$ cat src/cltq_pkg.sv
`default_nettype none
package cltq_pkg;

   // Table geometry and field widths
   localparam int MAX_TASKS = 16;
   localparam int ID_W = 4;
   localparam int CNT_W = 5;
   localparam logic [CNT_W-1:0] CNT_MAX = CNT_W'(MAX_TASKS);

   // Request modes
   localparam logic [1:0] MODE_PUSH_BACK = 2'd0;
   localparam logic [1:0] MODE_INSERT = 2'd1;
   localparam logic [1:0] MODE_POP_FRONT = 2'd2;
   localparam logic [1:0] MODE_REMOVE = 2'd3;

   typedef struct packed {
      logic [1:0] mode;
      logic [ID_W-1:0] task_id;
      logic [ID_W-1:0] anchor_id;
      logic anchor_given;
   } cltq_req_type;

   typedef struct packed {
      logic [ID_W-1:0] popped_task;
      logic popped_valid;
      logic list_empty;
      logic [CNT_W-1:0] entry_count;
   } cltq_rsp_type;

   // Sequencer states
   typedef enum logic [2:0] {
      ST_IDLE,
      ST_FETCH,
      ST_LINK_A,
      ST_LINK_B,
      ST_DONE
   } cltq_state_type;

   // Link operation chosen at accept time
   typedef enum logic [2:0] {
      OP_NONE,
      OP_FIRST,
      OP_LINK,
      OP_UNLINK,
      OP_CLEAR
   } cltq_op_type;

   // True when a task id names an entry of the link tables
   function automatic logic id_ok(input logic [ID_W-1:0] id);
      logic [CNT_W-1:0] wide;
      wide = {{(CNT_W-ID_W){1'b0}}, id};
      return wide < CNT_MAX;
   endfunction

endpackage
`default_nettype wire

$ cat src/circular_linked_task_queue_top.sv
// Circular doubly linked task queue. A request is taken when start is high
// and busy is low; busy then stays high until its single result has been
// shown. The result is on rsp_data for exactly one cycle with rsp_valid high
// and cannot be held off, so the receiver must take it in that cycle.
// A link-in to a non-empty queue steps through ST_FETCH, ST_LINK_A,
// ST_LINK_B and ST_DONE; placing the first task or unlinking skips
// ST_LINK_B, and an ignored request or emptying a one-task queue goes from
// ST_FETCH to ST_DONE. The result shows in ST_DONE. The single write port
// of each link table sets the path: a link-in needs four entry writes, two
// per table, in ST_LINK_A and ST_LINK_B after registered reads in ST_FETCH.
`default_nettype none
module circular_linked_task_queue_top (
   input wire logic clock,
   input wire logic reset,
   input wire logic start,
   output logic busy,
   input wire cltq_pkg::cltq_req_type req_data,
   output logic rsp_valid,
   output cltq_pkg::cltq_rsp_type rsp_data
);
   import cltq_pkg::*;

   // Link tables
   logic [ID_W-1:0] next_mem [MAX_TASKS];
   logic [ID_W-1:0] prev_mem [MAX_TASKS];

   cltq_state_type state_ff, state_in;
   logic [ID_W-1:0] head_ff, head_in;
   logic [CNT_W-1:0] count_ff, count_in;

   cltq_op_type op_ff, op_in;
   logic [ID_W-1:0] task_ff, task_in;
   logic [ID_W-1:0] anchor_ff, anchor_in;
   logic set_head_ff, set_head_in;
   logic [ID_W-1:0] popped_ff, popped_in;
   logic popped_ok_ff, popped_ok_in;

   logic [ID_W-1:0] nxt_rd_ff, prv_rd_ff;

   logic accept, commit, rd_en;
   logic nxt_we, prv_we;
   logic [ID_W-1:0] nxt_wa, nxt_wd, prv_wa, prv_wd;
   logic [ID_W-1:0] nxt_ra, prv_ra;
   logic use_anchor;

   assign accept = start && (state_ff == ST_IDLE);
   assign busy = (state_ff != ST_IDLE);

   // Decode the request against the current head and count
   always_comb begin
      op_in = op_ff;
      task_in = task_ff;
      anchor_in = anchor_ff;
      set_head_in = set_head_ff;
      popped_in = popped_ff;
      popped_ok_in = popped_ok_ff;
      use_anchor = (req_data.mode == MODE_INSERT) && req_data.anchor_given &&
                   (count_ff != '0);
      if (accept) begin
         op_in = OP_NONE;
         task_in = req_data.task_id;
         anchor_in = head_ff;
         set_head_in = 1'b0;
         popped_in = '0;
         popped_ok_in = 1'b0;
         unique case (req_data.mode)
            MODE_PUSH_BACK, MODE_INSERT: begin
               if (id_ok(req_data.task_id) && (count_ff < CNT_MAX) &&
                   (!use_anchor || id_ok(req_data.anchor_id))) begin
                  if (use_anchor) begin
                     op_in = OP_LINK;
                     anchor_in = req_data.anchor_id;
                     set_head_in = (head_ff == req_data.anchor_id);
                  end else if (count_ff == '0) begin
                     op_in = OP_FIRST;
                  end else begin
                     op_in = OP_LINK;
                  end
               end
            end
            MODE_POP_FRONT: begin
               if (count_ff != '0) begin
                  task_in = head_ff;
                  popped_in = head_ff;
                  popped_ok_in = 1'b1;
                  op_in = (count_ff == CNT_W'(1)) ? OP_CLEAR : OP_UNLINK;
               end
            end
            MODE_REMOVE: begin
               if (id_ok(req_data.task_id) && (count_ff != '0)) begin
                  op_in = (count_ff == CNT_W'(1)) ? OP_CLEAR : OP_UNLINK;
               end
            end
            default: op_in = OP_NONE;
         endcase
      end
   end

   // Next state
   always_comb begin
      state_in = state_ff;
      unique case (state_ff)
         ST_IDLE: if (start) state_in = ST_FETCH;
         ST_FETCH: begin
            if (op_ff == OP_NONE || op_ff == OP_CLEAR) state_in = ST_DONE;
            else state_in = ST_LINK_A;
         end
         ST_LINK_A: state_in = (op_ff == OP_LINK) ? ST_LINK_B : ST_DONE;
         ST_LINK_B: state_in = ST_DONE;
         ST_DONE: state_in = ST_IDLE;
         default: state_in = ST_IDLE;
      endcase
   end

   // Table port control per state
   always_comb begin
      rd_en = 1'b0;
      nxt_ra = task_ff;
      prv_ra = (op_ff == OP_LINK) ? anchor_ff : task_ff;
      nxt_we = 1'b0;
      prv_we = 1'b0;
      nxt_wa = task_ff;
      nxt_wd = task_ff;
      prv_wa = task_ff;
      prv_wd = task_ff;
      rsp_valid = 1'b0;
      unique case (state_ff)
         ST_IDLE: ;
         ST_FETCH: rd_en = 1'b1;
         ST_LINK_A: begin
            unique case (op_ff)
               OP_FIRST: begin
                  nxt_we = 1'b1;
                  prv_we = 1'b1;
               end
               OP_LINK: begin
                  nxt_we = 1'b1;
                  nxt_wd = anchor_ff;
                  prv_we = 1'b1;
                  prv_wd = prv_rd_ff;
               end
               OP_UNLINK: begin
                  nxt_we = 1'b1;
                  nxt_wa = prv_rd_ff;
                  nxt_wd = nxt_rd_ff;
                  prv_we = 1'b1;
                  prv_wa = nxt_rd_ff;
                  prv_wd = prv_rd_ff;
               end
               default: ;
            endcase
         end
         ST_LINK_B: begin
            nxt_we = 1'b1;
            nxt_wa = prv_rd_ff;
            prv_we = 1'b1;
            prv_wa = anchor_ff;
         end
         ST_DONE: rsp_valid = 1'b1;
         default: ;
      endcase
   end

   // Commit head and count on the way into the result cycle
   assign commit = (state_in == ST_DONE) && (state_ff != ST_DONE);

   always_comb begin
      head_in = head_ff;
      count_in = count_ff;
      if (commit) begin
         case (op_ff)
            OP_FIRST: begin
               head_in = task_ff;
               count_in = CNT_W'(1);
            end
            OP_LINK: begin
               count_in = count_ff + CNT_W'(1);
               if (set_head_ff) head_in = task_ff;
            end
            OP_UNLINK: begin
               count_in = count_ff - CNT_W'(1);
               if (head_ff == task_ff) head_in = nxt_rd_ff;
            end
            OP_CLEAR: begin
               head_in = '0;
               count_in = '0;
            end
            default: ;
         endcase
      end
   end

   assign rsp_data.popped_task = popped_ff;
   assign rsp_data.popped_valid = popped_ok_ff;
   assign rsp_data.list_empty = (count_ff == '0);
   assign rsp_data.entry_count = count_ff;

   // Control registers
   always_ff @(posedge clock) begin
      if (reset) begin
         state_ff <= ST_IDLE;
         head_ff <= '0;
         count_ff <= '0;
         op_ff <= OP_NONE;
      end else begin
         state_ff <= state_in;
         head_ff <= head_in;
         count_ff <= count_in;
         op_ff <= op_in;
      end
   end

   // Request payload holding
   always_ff @(posedge clock) begin
      task_ff <= task_in;
      anchor_ff <= anchor_in;
      set_head_ff <= set_head_in;
      popped_ff <= popped_in;
      popped_ok_ff <= popped_ok_in;
   end

   // Next-link table: one write, one registered read
   always_ff @(posedge clock) begin
      if (nxt_we) next_mem[nxt_wa] <= nxt_wd;
      if (rd_en) nxt_rd_ff <= next_mem[nxt_ra];
   end

   // Prev-link table: one write, one registered read
   always_ff @(posedge clock) begin
      if (prv_we) prev_mem[prv_wa] <= prv_wd;
      if (rd_en) prv_rd_ff <= prev_mem[prv_ra];
   end

   // Checks
   a_count_bound: assert property (@(posedge clock) disable iff (reset)
      count_ff <= CNT_MAX)
      else $error("task count above table size");

   a_empty_head: assert property (@(posedge clock) disable iff (reset)
      (count_ff == '0) |-> (head_ff == '0))
      else $error("empty queue with nonzero head");

   a_accept_busy: assert property (@(posedge clock) disable iff (reset)
      accept |=> busy)
      else $error("accepted beat did not raise busy");

   a_rsp_release: assert property (@(posedge clock) disable iff (reset)
      rsp_valid |=> !busy)
      else $error("busy held after result beat");

endmodule
`default_nettype wire
$ cat config.mk
export PLATFORM = sky130hd
export DESIGN_NAME = circular_linked_task_queue_top
export DESIGN_NICKNAME = d
export VERILOG_FILES = /design/src/cltq_pkg.sv /design/src/circular_linked_task_queue_top.sv
export SDC_FILE = /design/constraint.sdc
export NUM_CORES = 1
export LEC_CHECK = 0
export BUFFER_PORTS_ARGS = -buffer_cell sky130_fd_sc_hd__clkbuf_2
export CAP_MARGIN = 20
export CORE_UTILIZATION = 54
export CTS_CLUSTER_DIAMETER = 30
export DETAILED_ROUTE_END_ITERATION = 16
export PLACE_DENSITY = 0.7
export SYNTH_ARGS = -nofsm -noshare
export SYNTH_HDL_FRONTEND = slang
export SYNTH_SLANG_ARGS = --single-unit
$ cat constraint.sdc
create_clock -name clock -period 2.8 [get_ports clock]
set_input_delay 0.28 -clock clock [delete_from_list [all_inputs] [get_ports clock]]
set_output_delay 0.28 -clock clock [all_outputs]
set_load 0.02 [all_outputs]
-- After elaboration in Yosys (flattened, before gate mapping)
Memory sizes are Yosys's and may differ from the RTL's. A register that Yosys moved wholly into a read port is not among the register bits.
Cells that the tools add are included.
- add/subtract/negate cells: 2
- multiply operators: 0
- div/mod/pow operators: 0
- $lt $le $gt $ge: 1
- equality and inequality tests: 18
- shift operators: 0
- multiplexer cells: 35
- bitwise operators: 0
- reduce and logical (&&, ||, !) cells: 20
- operators by type and width (operator ; count):
    two-way mux 4 bit ; 13
    one-hot mux 4 bit (2 select lines) ; 3
    one-hot mux 5 bit (4 select lines) ; 1
    one-hot mux 4 bit (4 select lines) ; 1
    two-way mux 3 bit ; 5
    equality test 3 x 2 -> 1 bit, second input constant ; 4
    one-hot mux 3 bit (4 select lines) ; 1
    equality test 3 bit, second input constant ; 3
    equality test 4 bit ; 2
    equality test 3 x 1 -> 1 bit, second input constant ; 2
    logical NOT 3 bit ; 2
    two-way mux 1 bit ; 6
    two-way mux 2 bit ; 3
    one-hot mux 3 bit (2 select lines) ; 1
    OR reduction 2 bit ; 3
    adder 5 x 1 -> 5 bit, second input constant ; 1
    equality test 5 x 1 -> 1 bit, second input constant ; 1
    logical NOT 5 bit ; 1
    less-than comparator 5 bit, second input constant ; 1
    nonzero test 5 bit ; 1
    subtractor 5 x 1 -> 5 bit, second input constant ; 1
    equality test 2 bit, second input constant ; 2
    logical AND 1 bit ; 4
    inequality test 2 bit, second input constant ; 2
    other kinds (11) ; 12
- register bits after elaboration: 29
- bits in latches: 0
- RAM bits: 128
- memory bits (read-only): 0
- output and inout bits: 13
- memories kept: 2
- memories (name ; words ; bits a word ; rd ports ; clocked after Yosys merged registers in ; wr ports ; line ; RTL):
    next_mem ; 16 ; 4 ; 1 ; 1 ; 1 ; circular_linked_task_queue_top.sv:24 ; logic [ID_W-1:0] next_mem [MAX_TASKS];
    prev_mem ; 16 ; 4 ; 1 ; 1 ; 1 ; circular_linked_task_queue_top.sv:25 ; logic [ID_W-1:0] prev_mem [MAX_TASKS];

-- Logic depth before layout (Yosys ltp)
- depth after elaboration: 7
- depth in mapped cells: 8
- gate-level depth less buffers: 7

-- Worst setup path after synthesis
Ideal clock, no wire load.
- path kind: reg2reg
- start: register op_ff[2]
- end: memory prev_mem[11][0], enable pin
- library setup time: 361 ps
- arrival: 1882 ps
- required time: 2439 ps
- setup slack: 557 ps
- stages on the path, launching flop included: 7
- buffers on the path: 1
- period minus slack after synthesis: 2243 ps
- cell sequence: dfxtp_1 -> buf_6 -> and3b_2 -> o21ai_2 -> a311o_1 -> a2111o_1 -> nor3_1
- word-level cells in the longest chain between the ends: 6
- RTL lines (item ; line ; RTL):
    start: declaration ; circular_linked_task_queue_top.sv:31 ; cltq_op_type op_ff, op_in;
    start signal: assignment ; circular_linked_task_queue_top.sv:209 ; op_ff <= op_in;
    equality test 3 x 2 -> 1 bit or equality test 3 x 1 -> 1 bit (tied branches) ; circular_linked_task_queue_top.sv:131 ; unique case (op_ff)
    OR reduction 3 bit (no line) ; - ;
    two-way mux 1 bit ; circular_linked_task_queue_top.sv:131 ;
    one-hot mux 1 bit (2 select lines) ; circular_linked_task_queue_top.sv:127 ; unique case (state_ff)
    two-way mux 1 bit ; circular_linked_task_queue_top.sv:230 ; if (prv_we) prev_mem[prv_wa] <= prv_wd;
    two-way mux 1 bit (implied by the code) ; circular_linked_task_queue_top.sv:230 ;
    end: declaration ; circular_linked_task_queue_top.sv:25 ;
Several ways; a longest one is shown, not always the timed one.

-- Worst setup path in the final report
- start: register op_ff[2]
- end: memory prev_mem[15][3], enable pin
The elaborated chain is that of the path after synthesis.

==> metrics.txt <==
status=finished clean; dpl cell area=8330 µm²; Starting Density=56.0%; r2r startpoint=op_ff[2]; placed insts=749; dominant synthesized flop cell=edfxtp_1; worst r2r path cells=5; I/O Buffers=26; hold_sp=req_data[7]; TritonCTS buffer count=17; HP Class=in -> reg; clk sink count=165; initial drt markers=approximately 530; P_int=4.69 mW; R2R Path End=prev_mem[15][3]; Overall Global Routing Usage=24.0%; design area=9030 µm²; EDFF count, synth=150; share of power burned in registers=46.4%; Final Hold Viols=0; hpwl dp=~12000 µm; Final #Nets=between 600 and 700; fin crit period=between 2000 and 3000 ps; syn avg cell area=between 10 and 15 µm²; critical path class=reg -> reg; share of cells above drive strength 1=between 20 and 30%; async set-or-reset flop fraction in the synthesized netlist=0%; most common library cell in the layout ignoring fill and taps=edfxtp_1; CP startpoint kind=flop; Final Non-Filler Cells=about 780; clk root buf=clkbuf_16; grt ovf=0; Clk pwr share=46.2%; Worst-Margin Slew=712 ps; hold endpoint=nxt_ra[2]; TNS Setup=0 ps; Post-Syn Area=about 7900 µm²; worst rel slew slack=52.5%; Critical Path AT=2720 ps; fillers=1018; RSZ-0062 raised after global routing=false; CORE AREA=14100 µm²; FMAX=376 MHz; post-synthesis cell count=544; net switching power=1.26 mW; Logic pwr share=under 10%; Die H=123 µm; Worst Hold Slack=about 150 ps; #FFs+latches synth=165; antenna viol nets, final=0; clock slew at reported path FFs=70 ps; Inserted Diodes=0; WP data required=2860 ps; vias per cell=~6.3; syn nets=561; Max-Cap Viols=0; DRC=0; synth-to-layout area growth=14.5%; hold_buf cts=0; R2R Setup Slk=between 100 and 150 ps; CP max FO=10; via count=4917; # IOs=27; first-pass GRT wire length=~26000 µm; hold depth=2; worst ir drop on vdd=0.431 mV; worst skew pair latency=430 ps; commonest non-fill, non-tap cells in the layout=150 x edfxtp_1, 52 x mux4_2, 44 x nor2_1, 42 x nand2_1, 37 x buf_4; PD cells=around 660 nW/µm²; period utilization=94.9%; Worst Clk Skew=8.12 ps; yosys warns=0; Routability Congestion=roughly 0.9; largest net degree at the start of global routing=24; final setup vio count=0; PostCTS Resize Cnt=0; CTS H-Tree Depth=4; Crit. End Element=flop; Core Rows=43; CTS tree=built; register area share after synthesis=60.9%; Max Root-Sink Buffers=2; Power Total=5.95 mW; WL final=17000 µm; Synth cell types=51; Setup Buffers After CTS=0; Leakage=3.01 nW; DR WL/cell=21.7 µm; drt first pass iters=5; die width=123 µm; initial antenna violation count=0; switching share of power=21.2%; max-slew violation count=0; number of global-route vias before repair=4812; die footprint=15100 µm²
how the worst max path moves through the flow:
| stage | slack [ps] | endpoint | startpoint |
|---|---|---|---|
| floorplan | 560 | prev_mem[11][0] | op_ff[2] |
| global placement | 330 | prev_mem[3][1] | op_ff[0] |
| detailed placement | 180 | prev_mem[11][0] | op_ff[0] |
| CTS | 180 | prev_mem[11][3] | op_ff[2] |
| global route | 8 | prev_mem[15][3] | op_ff[2] |
| finish | 140 | prev_mem[15][3] | op_ff[2] |
cell type report:
type                            instances  area (µm²)  share of cell area (%)
Sequential cell                       165        4800                    53.2
Clock buffer                           18         429                    4.75
Timing Repair Buffer                   63         408                    4.51
Multi-Input combinational cell        332        2860                    31.7
Tap cell                              180         225                    2.49
Clock inverter                         14         272                    3.01
Inverter                                9        33.8                   0.374
synth_stat cells, types with 8 or more instances:
cell type,count,area share [%]
edfxtp_1,150,57
mux4_2,52,15
nor2_1,44,2.1
nand2_1,42,2.0
nor3_1,27,1.7
a21oi_1,26,1.6
buf_2,19,1.2
dfxtp_1,15,3.8
nand3_1,13,0.82
mux2_2,12,1.7
nand2b_1,12,0.95
clkbuf_1,11,0.52
mux2i_1,11,1.4
inv_1,8,0.38
o21ai_0,8,0.51
cell families after synthesis:
group / after synthesis / synth area share, %
simple gates: 179 / 11.3
flops: 165 / 60.9
mux: 75 / 17.9
compound gates: 66 / 5.50
buf+inv: 47 / 2.87
xor+xnor: 9 / 0.999
fa+ha+maj: 3 / 0.476
flip-flops by register name, indices dropped and copies added (netlist names):
signal and count:
anchor_ff 4, count_ff 5, head_ff 4, next_mem 64, nxt_ra 4, nxt_rd_ff 4
op_ff 3, popped_ff 4, popped_ok_ff 1, prev_mem 64, prv_rd_ff 4, set_head_ff 1
state_ff 3
routing by layer:
layer	wire length, µm	vias to the layer above	GRT usage (%)
li1	-	2219	-
met3	1080	28	4.84
met5	0	-	0
met1	7240	2457	32.5
met2	8260	213	37.8
met4	388	0	10.8
worst max-delay path, cell delays in order, from the launching register on:
cell and delay, ps:
dfxtp_1 510, nand3b_1 340, nand2_1 100, a311o_1 360
a2111o_1 500, nor3_1 480
stage by stage:
stage	util, %	worst slack (ps)
after floorplan	-	557
after global placement	59.1	326
after detailed placement	59.1	181
after CTS	64.1	176
after global routing	64.1	8.50
final	64.1	143
power by group through the flow:
stage / clock, mW / sequential, mW / combinational, mW
after floorplan: 0 / 2.80 / 0.326
after global placement: 0 / 2.81 / 0.431
after detailed placement: 0 / 2.81 / 0.439
after CTS: 2.77 / 2.76 / 0.441
after global routing: 2.87 / 2.76 / 0.477
final: 2.75 / 2.76 / 0.440
(Power assumes the default switching activity.)
